$ cat config.mk
export PLATFORM = sky130hd
export DESIGN_NAME = circular_array_deque_unit
export DESIGN_NICKNAME = d
export VERILOG_FILES = /design/src/rtl/core/cad_pkg.sv /design/src/rtl/core/cad_ctrl.sv /design/src/rtl/core/cad_datapath.sv /design/src/rtl/core/circular_array_deque_unit.sv
export VERILOG_INCLUDE_DIRS = /design/src /design/src/rtl/core
export SDC_FILE = /design/constraint.sdc
export NUM_CORES = 1
export LEC_CHECK = 0
export BUFFER_PORTS_ARGS = -buffer_cell sky130_fd_sc_hd__buf_2
export CAP_MARGIN = 10
export CORE_MARGIN = 10
export CORE_UTILIZATION = 45
export CTS_CLUSTER_DIAMETER = 120
export DETAILED_ROUTE_END_ITERATION = 10
export SLEW_MARGIN = 20
export SYNTH_ARGS = -nofsm -noshare
export SYNTH_HDL_FRONTEND = slang
export SYNTH_SLANG_ARGS = --single-unit
$ cat constraint.sdc
create_clock -name clk -period 7.4 [get_ports clk]
set_input_delay 0.74 -clock clk [delete_from_list [all_inputs] [get_ports clk]]
set_output_delay 0.74 -clock clk [all_outputs]
set_load 0.02 [all_outputs]
$ cat src/rtl/core/assert_macros.svh
// Assertion macros used by the deque RTL.
// No dependencies; included by modules that check their own logic.
`ifndef ASSERT_MACROS_SVH
`define ASSERT_MACROS_SVH

// Checked on every rising clk edge outside reset.
`define ASSERT_CLK(label, prop, msg) \
  label: assert property (@(posedge clk) disable iff (rst) (prop)) else $error(msg);

// Checked on every rising clk edge, reset included.
`define ASSERT_ALWAYS(label, prop, msg) \
  label: assert property (@(posedge clk) (prop)) else $error(msg);

`endif

$ cat src/rtl/core/cad_pkg.sv
// Shared types and codes for the circular array deque.
// No dependencies.
package cad_pkg;

  localparam int unsigned WORD_W = 32;

  // request codes
  localparam logic [1:0] REQ_PUSH_FRONT = 2'd0;
  localparam logic [1:0] REQ_PUSH_REAR  = 2'd1;
  localparam logic [1:0] REQ_POP_FRONT  = 2'd2;
  localparam logic [1:0] REQ_POP_REAR   = 2'd3;

  // result status codes
  localparam logic [1:0] ST_DONE      = 2'd0;
  localparam logic [1:0] ST_OVERFLOW  = 2'd1;
  localparam logic [1:0] ST_UNDERFLOW = 2'd2;

  typedef enum logic [1:0] {
    S_IDLE,
    S_EXEC,
    S_DONE
  } cad_state_t;

  // controller -> datapath
  typedef struct packed {
    logic load_req;
    logic exec;
    logic load_out;
  } cad_cmd_t;

  // datapath -> controller
  typedef struct packed {
    logic out_free;
  } cad_stat_t;

endpackage

$ cat src/rtl/core/cad_ctrl.sv
// Sequencer for the deque: take a word, execute it, hand off the result.
// Depends on cad_pkg.
module cad_ctrl (
  input  logic               clk,
  input  logic               rst,
  input  logic               in_valid,
  output logic               in_ready,
  input  cad_pkg::cad_stat_t stat,
  output cad_pkg::cad_cmd_t  cmd
);
  import cad_pkg::*;

  cad_state_t state, state_next;

  always_ff @(posedge clk) begin
    if (rst) begin
      state <= S_IDLE;
    end else begin
      state <= state_next;
    end
  end

  always_comb begin
    state_next   = state;
    in_ready     = 1'b0;
    cmd.load_req = 1'b0;
    cmd.exec     = 1'b0;
    cmd.load_out = 1'b0;
    case (state)
      S_IDLE: begin
        in_ready = 1'b1;
        if (in_valid) begin
          cmd.load_req = 1'b1;
          state_next   = S_EXEC;
        end
      end
      S_EXEC: begin
        cmd.exec   = 1'b1;
        state_next = S_DONE;
      end
      S_DONE: begin
        // wait for room in the output register
        if (stat.out_free) begin
          cmd.load_out = 1'b1;
          state_next   = S_IDLE;
        end
      end
      default: begin
        state_next = S_IDLE;
      end
    endcase
  end

endmodule

$ cat src/rtl/core/cad_datapath.sv
// Deque datapath: entry memory, front/rear pointers, empty flag, result register.
// Depends on cad_pkg and assert_macros.svh.
`include "assert_macros.svh"
module cad_datapath #(
  parameter int unsigned DEPTH = 8
) (
  input  logic                        clk,
  input  logic                        rst,
  input  cad_pkg::cad_cmd_t           cmd,
  output cad_pkg::cad_stat_t          stat,
  input  logic [1:0]                  req_type,
  input  logic signed [31:0]          push_value,
  output logic                        out_valid,
  input  logic                        out_ready,
  output logic signed [31:0]          pop_value,
  output logic [1:0]                  status,
  output logic                        now_empty,
  output logic                        now_full
);
  import cad_pkg::*;

  localparam int unsigned AW = $clog2(DEPTH);
  localparam logic [AW-1:0] LAST = AW'(DEPTH - 1);
  localparam logic [AW-1:0] ZERO = '0;

  logic [WORD_W-1:0] mem [DEPTH];

  logic [1:0]        req_q;
  logic [WORD_W-1:0] value_q;
  logic [AW-1:0]     front, front_next;
  logic [AW-1:0]     rear, rear_next;
  logic              empty_q, empty_next;
  logic              pop_ok;
  logic [1:0]        status_q;
  logic [WORD_W-1:0] rd_data;

  logic              wr_en, rd_en;
  logic [AW-1:0]     wr_addr, rd_addr;
  logic              is_push, full, last;
  logic [1:0]        res_status;
  logic [AW-1:0]     front_dec, rear_inc, front_inc, rear_dec;

  function automatic logic [AW-1:0] wrap_inc(input logic [AW-1:0] p);
    return (p == LAST) ? ZERO : p + AW'(1);
  endfunction

  function automatic logic [AW-1:0] wrap_dec(input logic [AW-1:0] p);
    return (p == ZERO) ? LAST : p - AW'(1);
  endfunction

  assign front_dec = wrap_dec(front);
  assign front_inc = wrap_inc(front);
  assign rear_inc  = wrap_inc(rear);
  assign rear_dec  = wrap_dec(rear);
  assign full      = !empty_q && (rear_inc == front);
  assign last      = (front == rear);
  assign is_push   = (req_q == REQ_PUSH_FRONT) || (req_q == REQ_PUSH_REAR);

  always_comb begin
    front_next = front;
    rear_next  = rear;
    empty_next = empty_q;
    wr_en      = 1'b0;
    wr_addr    = ZERO;
    rd_en      = 1'b0;
    rd_addr    = front;
    res_status = ST_DONE;
    if (is_push) begin
      if (full) begin
        res_status = ST_OVERFLOW;
      end else begin
        wr_en = 1'b1;
        if (empty_q) begin
          front_next = ZERO;
          rear_next  = ZERO;
          empty_next = 1'b0;
          wr_addr    = ZERO;
        end else if (req_q == REQ_PUSH_FRONT) begin
          front_next = front_dec;
          wr_addr    = front_dec;
        end else begin
          rear_next = rear_inc;
          wr_addr   = rear_inc;
        end
      end
    end else begin
      if (empty_q) begin
        res_status = ST_UNDERFLOW;
      end else begin
        rd_en   = 1'b1;
        rd_addr = (req_q == REQ_POP_FRONT) ? front : rear;
        if (last) begin
          front_next = ZERO;
          rear_next  = ZERO;
          empty_next = 1'b1;
        end else if (req_q == REQ_POP_FRONT) begin
          front_next = front_inc;
        end else begin
          rear_next = rear_dec;
        end
      end
    end
  end

  // entry memory, registered read
  always_ff @(posedge clk) begin
    if (cmd.exec && wr_en) begin
      mem[wr_addr] <= value_q;
    end
    if (cmd.exec && rd_en) begin
      rd_data <= mem[rd_addr];
    end
  end

  always_ff @(posedge clk) begin
    if (rst) begin
      front   <= ZERO;
      rear    <= ZERO;
      empty_q <= 1'b1;
    end else if (cmd.exec) begin
      front   <= front_next;
      rear    <= rear_next;
      empty_q <= empty_next;
    end
  end

  always_ff @(posedge clk) begin
    if (cmd.load_req) begin
      req_q   <= req_type;
      value_q <= push_value;
    end
    if (cmd.exec) begin
      pop_ok   <= rd_en;
      status_q <= res_status;
    end
  end

  // result register; flags come from the state already updated
  always_ff @(posedge clk) begin
    if (rst) begin
      out_valid <= 1'b0;
    end else if (cmd.load_out) begin
      out_valid <= 1'b1;
    end else if (out_ready) begin
      out_valid <= 1'b0;
    end
  end

  always_ff @(posedge clk) begin
    if (cmd.load_out) begin
      pop_value <= pop_ok ? rd_data : '0;
      status    <= status_q;
      now_empty <= empty_q;
      now_full  <= full;
    end
  end

  assign stat.out_free = !out_valid || out_ready;

  `ASSERT_CLK(a_empty_ptrs_home, empty_q |-> (front == ZERO && rear == ZERO),
              "empty deque with pointers away from slot 0")
  `ASSERT_CLK(a_ovf_full, (out_valid && status == ST_OVERFLOW) |-> now_full,
              "overflow reported while not full")
  `ASSERT_CLK(a_unf_empty, (out_valid && status == ST_UNDERFLOW) |-> now_empty,
              "underflow reported while not empty")
  `ASSERT_CLK(a_flags_excl, out_valid |-> !(now_empty && now_full),
              "result flags both empty and full")
  `ASSERT_CLK(a_load_free, cmd.load_out |-> (!out_valid || out_ready),
              "result loaded over a word not yet taken")

endmodule

$ cat src/rtl/core/circular_array_deque_unit.sv
// Top level of the circular array deque: controller plus datapath.
// Depends on cad_pkg, cad_ctrl and cad_datapath.
//
//   channel  direction  handshake             fields
//   in       into       in_valid / in_ready   req_type, push_value
//   out      out of     out_valid / out_ready pop_value, status, now_empty, now_full
//
// Each word is accepted, executed (at most one memory access and the
// pointer update), then loaded into the result register. Pops read
// the entry memory's registered read port in the execute step.
// A held result register stalls the load step until out_ready frees it.
// Reset empties the deque at once; memory contents are not cleared.
module circular_array_deque_unit #(
  parameter int unsigned DEPTH = 8
) (
  input  logic               clk,
  input  logic               rst,
  input  logic               in_valid,
  output logic               in_ready,
  input  logic [1:0]         req_type,
  input  logic signed [31:0] push_value,
  output logic               out_valid,
  input  logic               out_ready,
  output logic signed [31:0] pop_value,
  output logic [1:0]         status,
  output logic               now_empty,
  output logic               now_full
);
  import cad_pkg::*;

  cad_cmd_t  cmd;
  cad_stat_t stat;

  cad_ctrl u_ctrl (
    .clk      (clk),
    .rst      (rst),
    .in_valid (in_valid),
    .in_ready (in_ready),
    .stat     (stat),
    .cmd      (cmd)
  );

  cad_datapath #(
    .DEPTH (DEPTH)
  ) u_dp (
    .clk        (clk),
    .rst        (rst),
    .cmd        (cmd),
    .stat       (stat),
    .req_type   (req_type),
    .push_value (push_value),
    .out_valid  (out_valid),
    .out_ready  (out_ready),
    .pop_value  (pop_value),
    .status     (status),
    .now_empty  (now_empty),
    .now_full   (now_full)
  );

endmodule
==> results of run 1 <==
cells in the mapped netlist (4+ instances only):
master    instances
mux2i_1         131
clkbuf_1         10
dfxtp_1          10
a211oi_1          5
inv_1             8
ha_1              8
nand2b_1          6
a22o_1           33
edfxtp_1        361
buf_2            12
nor2_1           22
buf_6             5
buf_4             5
and2_1           36
xnor2_1           5
nand2_1           4
nor2b_1           8
a21oi_1           7
a221oi_2         32
nor3_1            4
buf_12            5
registers in the layout (all words and copies together), names as in the netlist:
name / cells
u_dp.req_q: 2
u_dp.out_valid: 1
u_dp.empty_q: 1
u_dp.mem: 256
u_dp.value_q: 32
u_dp.rear: 3
u_dp.pop_value: 32
u_dp.status_q: 2
u_ctrl.state: 2
u_dp.status: 2
u_dp.now_full: 1
u_dp.now_empty: 1
u_dp.rd_data: 32
u_dp.front: 3
u_dp.pop_ok: 1
kinds of logic (layout without fill, tap and decap cells):
kind of cell | Yosys count | in the layout | share of synthesized area (%)
buf+inv | 47 | 167 | 2.451
fa+ha+maj | 8 | 8 | 0.6979
compound gates | 94 | 94 | 6.830
flops | 371 | 371 | 76.97
xor+xnor | 5 | 5 | 0.3053
simple gates | 90 | 90 | 3.446
mux | 132 | 132 | 9.299
power by group through the flow:
stage               registers, mW  logic [mW]  clock network, mW
detailed placement           2.42       0.208                  0
global route                 2.38       0.226               2.02
finish                       2.38       0.208               1.88
global placement             2.42       0.202                  0
floorplan                    2.41       0.157                  0
CTS                          2.38       0.209               1.92
layout make-up:
cell class | count | area [um^2]
Fill cell | 2446 | 15120
Sequential cell | 371 | 11040
Multi-Input combinational cell | 329 | 3038
Clock buffer | 52 | 1046
Tap cell | 402 | 503.0
Timing Repair Buffer | 90 | 500.5
Clock inverter | 17 | 197.7
Inverter | 8 | 30.03
layout by cell type, fill, tap and decap left out, drive strengths merged:
cell | synthesis | layout
nand2b | 6 | 6
o32a | 1 | 1
o21ai | 3 | 3
nand2 | 4 | 4
nor3 | 4 | 4
o221a | 3 | 3
a221oi | 32 | 32
nand3b | 2 | 2
xnor2 | 5 | 5
o22ai | 1 | 1
edfxtp | 361 | 361
mux2i | 132 | 132
nor2 | 22 | 22
clkbuf | 10 | 52
bufinv | 0 | 4
o21bai | 1 | 1
or3 | 1 | 1
nand3 | 3 | 3
nor4 | 1 | 1
and2 | 36 | 36
a41oi | 1 | 1
o31ai | 1 | 1
nand4 | 1 | 1
a22o | 33 | 33
and3b | 1 | 1
a41o | 1 | 1
a32oi | 2 | 2
buf | 29 | 90
a21oi | 7 | 7
inv | 8 | 9
ha | 8 | 8
a31oi | 2 | 2
or2 | 1 | 1
nor2b | 8 | 8
dfxtp | 10 | 10
clkinvlp | 0 | 1
clkinv | 0 | 11
a211oi | 5 | 5
a311oi | 1 | 1
final timing paths:
check | from | end | slack [ns] | depth (start not counted)
hold reg to reg | u_dp.status_q[0]$_SDFFCE_PP0P_ | u_dp.status[0]$_DFFE_PP_ | 0.42 | 0
setup reg to reg | u_dp.rear[0]$_SDFFE_PP0P_ | u_dp.mem[5][15]$_DFFE_PP_ | 4.22 | 8
setup / recovery | u_dp.rear[0]$_SDFFE_PP0P_ | u_dp.mem[5][15]$_DFFE_PP_ | 4.22 | 8
hold / removal | push_value[23] | u_dp.value_q[23]$_DFFE_PP_ | 0.39 | 1
stage by stage:
step                hold slack, ns  power, mW  area (um^2)  instances  utilization, %
floorplan                   0.4003      2.570        14340        747               -
global route                0.3769      4.625        16360       1269           51.97
global placement            0.4133      2.619        15110       1200           48.01
finish                      0.3943      4.470        16360       1269           51.97
CTS                         0.3736      4.509        16350       1269           51.96
detailed placement          0.4105      2.630        15110       1200           48.01
layer usage:
| layer | track usage [%] | up-vias | share of wire, % |
|---|---|---|---|
| met1 | 17.97 | 3506 | 43 |
| li1 | - | 3164 | - |
| met2 | 24.34 | 173 | 50 |
| met4 | 4.154 | 0 | 2.0 |
| met3 | 2.721 | 50 | 4.7 |
| met5 | 0 | - | 0 |
==> metrics.cfg, run 1 <==
[critical_path]
cp-start-kind = flip-flop
path_max_fanout = 32
path_buf_inv = 2
cpLargestDelayFamily = buffers and inverters
worst_setup_path_end_kind = flip-flop
required_ns = 7.55
worstPathCellList = inv_1, ha_1, xnor2_1, a41oi_1, nand3_1, nand2b_1, a21oi_4, buf_4
arrival_ns = 3.33
slowest_stage = dfxtp_1
critPathMaxStageDelay_ns = 0.49
crit_type = reg2reg

[place]
dp_slack_ns = 4.241
gp_congestion = 0.8478
dp_hpwl_um = 14440
io_buffers = 75

[synth]
ys_ff_latch = 371
ys_types = 41
synth_area_um2 = 14340
post_synth.cell_area_avg_um2 = 19.20
netlist_top_cells_area = edfxtp_1 76%, mux2i_1 9.1%, a221oi_2 3.3%
yosys.area.top_type = edfxtp_1
ys_async_sr_fraction_pct = 0
synthesis.nets = 793
synth_edf_count = 361
postSynthCellCount = 747
ys_warn_count = 0
ys_seq_area_share_pct = 76.97
synth_ff_type = edfxtp_1
synth_top_area_share_pct = 75.58

[cts]
clock_sinks = 371
htree_levels = 2
cts_made_buffers = 39
clock_latency_ns = 0.52
postCtsSetupRepairBufs = 0
post_cts_resized = 0
path_clk_slew_ns = 0.06
cts_tree = yes
clk_path_buf_depth = 3
cts-root-buf = clkbuf_16
holdBufCountCts = 0

[global_route]
grt_antenna_before_repair = 1
grt.total_usage_pct = 14.21
grt_max_degree = 129
grt_pass1_wl_um = 42780
gr-total-overflow = 0
grt_pass1_vias = 7258

[detailed_routing]
post-route-drc-count = 0
wire_per_inst_um = 22.21
routed_wl_um = 28180
ant_nets = 0
via_per_inst = 5.432
drt_iter0_markers = 422
firstDrtPassIters = 4
vias = 6893

[sta]
period_minus_slack_ns = 3.181
tightest_slew_ns = 1.049
timing.setup.tns_ns = 0
finalSetupViolations = 0
setup_ws_ns = 4.219
slew-limit-headroom_pct = 30.10
hold_viol = 0
fmax_mhz = 314.4
rsz0062_at_grt = false
clock_skew_ns = 0.01476
layout_worst_path_cycle_share_pct = 42.98
slew_viol_final = 0

[pwr]
pwr-share-clk_pct = 42.2
p_leak_nw = 6.197
combPwrFrac_pct = 4.6
sequentialPowerShare_pct = 53.2
vdd_drop_max_v = 0.0001616
p_per_area_nw_per_um2 = 273.3
p_int_mw = 3.567
p_switching_uw = 903.2
swShare_pct = 20.21

[finish]
final_layout_size_suffix_gt1_share_pct = 22.03
n_antenna_cell = 0
area_delta_synth_final_pct = 14.03
final_nets = 885

[outcome]
status = finished, final reports clean

[floorplan]
die_h_um = 198.5
coreArea_um2 = 31470
ios = 76
start_util_pct = 45.57
dieArea_um2 = 39420
die_w_um = 198.5
num_rows = 65

[job]
cap_violations = 0

[hold_path]
hold_class = in2reg

Power figures use the tool's default switching activity.
==> inputs of run 2 (changes only) <==
- clock period: 7.4 -> 3 ns (I/O delays scaled with it)
==> metrics.cfg, run 2 (same netlist as run 1, synthesis figures left out) <==
[place]
place_area_um2 = 15420  ; was 15,110 um^2
gp_congestion = 0.8041  ; was 0.8478
io_buffers = 75  ; unchanged
dp.cells = 1211  ; was 1,200
dp_hpwl_um = 15700  ; was 14,440 um

[floorplan]
ios = 76  ; unchanged
dieArea_um2 = 39420  ; unchanged
die_h_um = 198.5  ; unchanged
coreArea_um2 = 31470  ; unchanged
die_w_um = 198.5  ; unchanged
start_util_pct = 45.57  ; unchanged
num_rows = 65  ; unchanged

[critical_path]
crit_top_cell = inv_1
arrival_ns = 2.80  ; was 3.33 ns
r2r_setup_slack_ns = 0.38  ; was 4.22 ns
worstPathCellList = inv_1, ha_1, nor2b_1, o32a_1, a21oi_1, inv_1, nor4_4, buf_12  ; was inv_1, ha_1, xnor2_1, a41oi_1, nand3_1, nand2b_1, a21oi_4, buf_4
r2r_end = u_dp.mem[0][16]$_DFFE_PP_  ; was u_dp.mem[5][15]$_DFFE_PP_
required_ns = 3.19  ; was 7.55 ns
r2r-start = u_dp.front[0]$_SDFFE_PP0P_  ; was u_dp.rear[0]$_SDFFE_PP0P_
cp-start-kind = flip-flop  ; unchanged
slowest_stage = dfxtp_1  ; unchanged
crit_type = reg2reg  ; unchanged
r2r_cells = 8  ; unchanged
critPathMaxStageDelay_ns = 0.51  ; was 0.49 ns
path_max_fanout = 32  ; unchanged
worst_setup_path_end_kind = flip-flop  ; unchanged

[global_route]
gr-total-overflow = 0  ; unchanged
grt_pass1_vias = 7313  ; was 7,258
use_met2_pct = 25.26  ; was 24.34%
met3_usage_pct = 2.568  ; was 2.721%
grt_pass1_wl_um = 42610  ; was 42,780 um
grt.total_usage_pct = 14.33  ; was 14.21%
grt_max_degree = 57  ; was 129
met1_usage_pct = 17.51  ; was 17.97%
grt_antenna_before_repair = 0  ; was 1
busiest_layer = met2  ; unchanged

[detailed_routing]
post-route-drc-count = 0  ; unchanged
routed_wl_um = 27980  ; was 28,180 um
ant_nets = 0  ; unchanged
wire_per_inst_um = 21.37  ; was 22.21 um
firstDrtPassIters = 5  ; was 4
via_per_inst = 5.316  ; was 5.432
vias = 6958  ; was 6,893
drt_iter0_markers = 420  ; was 422

[cts]
clock_latency_ns = 0.51  ; was 0.52 ns
clock_sinks = 371  ; unchanged
post_cts_resized = 0  ; unchanged
cts_tree = yes  ; unchanged
htree_levels = 2  ; unchanged
cts-root-buf = clkbuf_16  ; unchanged
path_clk_slew_ns = 0.06  ; about the same
cts_made_buffers = 39  ; unchanged
clk_path_buf_depth = 3  ; unchanged

[hold_path]
hold_class = in2reg  ; unchanged
min_to = u_dp.value_q[30]$_DFFE_PP_  ; was u_dp.value_q[23]$_DFFE_PP_
holdPathStages = 1  ; unchanged
hp-start = push_value[30]  ; was push_value[23]

[finish]
nFillCells = 2410  ; was 2,446
largest_reg_flops = 256  ; unchanged
n_antenna_cell = 0  ; unchanged
final_layout_size_suffix_gt1_share_pct = 23.37  ; was 22.03%
final_nets = 929  ; was 885
largest-register = u_dp.mem  ; unchanged
final_cell_mix = 361 x edfxtp_1, 131 x mux2i_1, 75 x buf_2, 39 x clkbuf_16, 34 x and2_1  ; was 361 x edfxtp_1, 131 x mux2i_1, 75 x buf_2, 40 x clkbuf_16, 34 x and2_1
fin_area_um2 = 16950  ; was 16,360 um^2
stdcell_count = 1309  ; was 1,269
area_delta_synth_final_pct = 18.15  ; was 14.03%
final_common_cell = edfxtp_1  ; unchanged

[pwr]
vdd_drop_max_v = 0.0004335  ; was 0.0001616 V
p_per_area_nw_per_um2 = 646.3  ; was 273.3 nW/um^2
p_leak_nw = 6.417  ; was 6.197 nW

[sta]
period_minus_slack_ns = 2.616  ; was 3.181 ns
finalSetupViolations = 0  ; unchanged
hold_viol = 0  ; unchanged
fmax_mhz = 382.3  ; was 314.4 MHz
layout_worst_path_cycle_share_pct = 87.19  ; was 42.98%
tightest_slew_ns = 0.5292  ; was 1.049 ns
rsz0062_at_grt = false  ; unchanged
clock_skew_ns = 0.01544  ; was 0.01476 ns
slew_viol_final = 0  ; unchanged
slew-limit-headroom_pct = 63.71  ; was 30.10%

[job]
cap_violations = 0  ; unchanged

[outcome]
status = finished, final reports clean  ; unchanged

[run 2: cell count changes in the layout (fill, tap and decap cells not counted), moves of 3 or more]
cell / change
clkbuf_1: -4
ha_1: -3
dfxtp_2: +3
dlygate4sd3_1: +33
clkinv_2: +3
dfxtp_1: -3
buf_12: +12
[run 2: routing by layer]
| layer | vias to the layer above | share of wire, % |
|---|---|---|
| li1 | 3256 | - |
| met1 | 3491 | 42 |
| met2 | 163 | 51 |
| met3 | 48 | 4.7 |
| met4 | 0 | 2.2 |
| met5 | - | 0 |
[run 2: worst max path at each step]
stage	to	startpoint
detailed placement	u_dp.mem[0][21]$_DFFE_PP_	u_dp.front[0]$_SDFFE_PP0P_
global placement	u_dp.mem[5][13]$_DFFE_PP_	u_dp.rear[0]$_SDFFE_PP0P_
global route	u_dp.mem[0][21]$_DFFE_PP_	u_dp.front[0]$_SDFFE_PP0P_
finish	u_dp.mem[0][16]$_DFFE_PP_	u_dp.front[0]$_SDFFE_PP0P_
floorplan	u_dp.mem[3][0]$_DFFE_PP_	u_dp.rear[0]$_SDFFE_PP0P_
CTS	u_dp.mem[0][28]$_DFFE_PP_	u_dp.front[0]$_SDFFE_PP0P_
[run 2: area by class of cell]
class | count | area, um^2 | share of cell area (%)
repair buffers | 134 | 1064 | 6.275
well taps | 402 | 503.0 | 2.968
clock inverters | 18 | 192.7 | 1.137
inverters | 8 | 30.03 | 0.1772
multi-input cells | 329 | 3108 | 18.34
clock buffers | 47 | 1006 | 5.936
flip-flops and latches | 371 | 11040 | 65.17
[run 2: what timing repair did]
item,in CTS,in global routing
setup buffers,0,0
hold buffers,33,0
endpoints found under the hold margin,33,0
[run 2: power breakdown]
group	switching [mW]	internal [mW]	leakage, nW
logic	0.312	0.266	2.47
clock network	1.79	2.72	0.584
registers	0.0785	5.78	3.36
[run 2: worst max-delay path, delay by kind of cell, from the launching register on]
family,cells,cell delay [ns]
adders and majority gates,1,0.23
and+or+nand+nor,2,0.47
AOI/OAI and AO/OA,2,0.50
buffers and inverters,3,0.57
DFF,1,0.51
[run 2: per-stage QoR]
step	TNS, ns	hold slack (ns)	worst slack (ns)	power (mW)	util [%]
2_1_floorplan	-9.943	0.3989	-0.1856	6.351	-
3_3_place_gp	0	0.4271	0.4550	6.502	48.99
3_5_place_dp	0	0.4240	0.4005	6.524	48.99
4_1_cts	0	0.006071	0.3851	11.08	53.85
5_1_grt	0	0.001352	0.1797	11.34	53.85
6_report	0	0.03094	0.3842	10.95	53.85
==> inputs of run 3 (changes only) <==
- CORE_UTILIZATION: 45 -> 50
- PLACE_DENSITY: unset -> 0.67
==> metrics.cfg, run 3 (same netlist as run 1, synthesis figures left out) <==
[critical_path]
r2r_setup_slack_ns = 0.37  ; was 0.38 ns
crit_type = reg2reg  ; unchanged
arrival_ns = 2.82  ; was 2.80 ns
r2r-start = u_dp.front[0]$_SDFFE_PP0P_  ; unchanged
r2r_end = u_dp.mem[0][2]$_DFFE_PP_  ; was u_dp.mem[0][16]$_DFFE_PP_
required_ns = 3.20  ; was 3.19 ns
cp-start-kind = flip-flop  ; unchanged
worst_setup_path_end_kind = flip-flop  ; unchanged
r2r_cells = 8  ; unchanged
path_max_fanout = 32  ; unchanged

[detailed_routing]
drt_iter0_markers = 563  ; was 420
wire_per_inst_um = 20.89  ; was 21.37 um
post-route-drc-count = 0  ; unchanged
routed_wl_um = 26800  ; was 27,980 um
ant_nets = 0  ; unchanged
via_per_inst = 5.475  ; was 5.316
firstDrtPassIters = 5  ; unchanged
vias = 7024  ; was 6,958

[cts]
cts_tree = yes  ; unchanged
path_clk_slew_ns = 0.06  ; about the same
cts-root-buf = clkbuf_16  ; unchanged
clock_sinks = 371  ; unchanged
clock_latency_ns = 0.52  ; was 0.51 ns
clk_path_buf_depth = 3  ; unchanged
htree_levels = 2  ; unchanged
cts_made_buffers = 37  ; was 39
postCtsSetupRepairBufs = 0  ; unchanged

[sta]
slew-limit-headroom_pct = 32.79  ; was 63.71%
hold_viol = 0  ; unchanged
period_minus_slack_ns = 2.629  ; was 2.616 ns
setup_ws_ns = 0.3709  ; was 0.3842 ns
slew_viol_final = 0  ; unchanged
finalSetupViolations = 0  ; unchanged
tightest_slew_ns = 1.008  ; was 0.5292 ns
layout_worst_path_cycle_share_pct = 87.64  ; was 87.19%
timing.setup.tns_ns = 0  ; unchanged
clock_skew_ns = 0.01724  ; was 0.01544 ns
whs_ns = 0.1183  ; was 0.03094 ns
rsz0062_at_grt = false  ; unchanged
fmax_mhz = 380.4  ; was 382.3 MHz

[place]
place_area_um2 = 15340  ; was 15,420 um^2
dp_hpwl_um = 15150  ; was 15,700 um
io_buffers = 75  ; unchanged
dp_slack_ns = 0.3833  ; was 0.4005 ns
gp_congestion = 0.8640  ; was 0.8041
dp.cells = 1182  ; was 1,211

[pwr]
p_leak_nw = 6.442  ; was 6.417 nW
swShare_pct = 19.77  ; was 19.92%
sequentialPowerShare_pct = 51.9  ; was 53.5%
p_int_mw = 9.064  ; was 8.771 mW
combPwrFrac_pct = 5.0  ; was 5.3%
p_switching_mw = 2.233  ; was 2.182 mW
pwr-share-clk_pct = 43.1  ; was 41.2%
vdd_drop_max_v = 0.0004495  ; was 0.0004335 V
total_power_mw = 11.30  ; was 10.95 mW
p_per_area_nw_per_um2 = 665.0  ; was 646.3 nW/um^2

[floorplan]
dieArea_um2 = 35860  ; was 39,420 um^2
num_rows = 61  ; was 65
ios = 76  ; unchanged
die_h_um = 189.4  ; was 198.5 um
coreArea_um2 = 28010  ; was 31,470 um^2
start_util_pct = 51.21  ; was 45.57%
die_w_um = 189.4  ; was 198.5 um

[finish]
fin_area_um2 = 16990  ; was 16,950 um^2
final_common_cell = edfxtp_1  ; unchanged
n_antenna_cell = 0  ; unchanged
final_util_pct = 60.65  ; was 53.85%
area_delta_synth_final_pct = 18.44  ; was 18.15%
largest_reg_flops = 256  ; unchanged
stdcell_count = 1283  ; was 1,309
final_layout_size_suffix_gt1_share_pct = 23.54  ; was 23.37%
final_nets = 924  ; was 929
largest-register = u_dp.mem  ; unchanged
final_cell_mix = 361 x edfxtp_1, 131 x mux2i_1, 75 x buf_2, 38 x clkbuf_16  ; was 361 x edfxtp_1, 131 x mux2i_1, 75 x buf_2, 39 x clkbuf_16, 34 x and2_1

[global_route]
grt_antenna_before_repair = 0  ; unchanged
grt.total_usage_pct = 15.02  ; was 14.33%
grt_pass1_vias = 7514  ; was 7,313
grt_pass1_wl_um = 42460  ; was 42,610 um
grt_max_degree = 73  ; was 57
gr-total-overflow = 0  ; unchanged

[hold_path]
hp-start = rst  ; was push_value[30]
holdPathStages = 2  ; was 1
hold_class = in2reg  ; unchanged
min_to = u_dp.front[1]$_SDFFE_PP0P_  ; was u_dp.value_q[30]$_DFFE_PP_

[job]
cap_violations = 0  ; unchanged

[outcome]
status = finished, final reports clean  ; unchanged

-- run 3: changes by cell type in the layout (fill, tap and decap cells not counted), sizes merged --
cell / change
buf: -4
bufinv: +4
clkinv: -2
clkbuf: -1
clkinvlp: +1
dlygate4sd3: +1
inv: -1
-- run 3: how the worst max path moves through the flow --
stage	startpoint	endpoint	depth (start not counted)
after global routing	u_dp.rear[0]$_SDFFE_PP0P_	u_dp.mem[5][2]$_DFFE_PP_	8
after CTS	u_dp.front[0]$_SDFFE_PP0P_	u_dp.mem[0][2]$_DFFE_PP_	8
after floorplan	u_dp.rear[0]$_SDFFE_PP0P_	u_dp.mem[3][0]$_DFFE_PP_	6
after global placement	u_dp.rear[0]$_SDFFE_PP0P_	u_dp.mem[5][15]$_DFFE_PP_	8
final	u_dp.front[0]$_SDFFE_PP0P_	u_dp.mem[0][2]$_DFFE_PP_	8
after detailed placement	u_dp.front[0]$_SDFFE_PP0P_	u_dp.mem[0][14]$_DFFE_PP_	8
-- run 3: power by group through the flow --
stage / Sequential (mW) / Clock [mW] / Combinational [mW]
floorplan: 5.95 / 0 / 0.398
global placement: 5.97 / 0 / 0.513
detailed placement: 5.98 / 0 / 0.533
CTS: 5.87 / 4.95 / 0.570
global route: 5.88 / 5.17 / 0.615
finish: 5.87 / 4.86 / 0.566
-- run 3: what timing repair did --
action	CTS	global route
hold endpoints to repair	34	0
hold buffers	34	0
setup endpoints to repair	0	0
resized for setup	0	0
-- run 3: area by class of cell --
class / count / area, um^2
clock buffers: 46 / 980.9
repair buffers: 131 / 1039
fillers: 1994 / 11020
flip-flops and latches: 371 / 11040
inverters: 8 / 30.03
clock inverters: 20 / 314.1
multi-input cells: 329 / 3108
well taps: 378 / 473.0
-- run 3: worst max-delay path: stages (launching register included) --
cell and delay (ns):
dfxtp_1 0.53, inv_1 0.14, ha_1 0.24, nor2b_1 0.14
o32a_1 0.34, a21oi_1 0.18, inv_1 0.13, nor4_4 0.32
buf_12 0.29
-- run 3: layer usage --
metal  track usage [%]  vias to the layer above  share of wire (%)
li1                  -                     3252                  -
met1             19.57                     3533                 44
met2             24.76                      182                 49
met3             2.811                       57                5.1
met4             5.189                        0                2.6
met5                 0                        -                  0
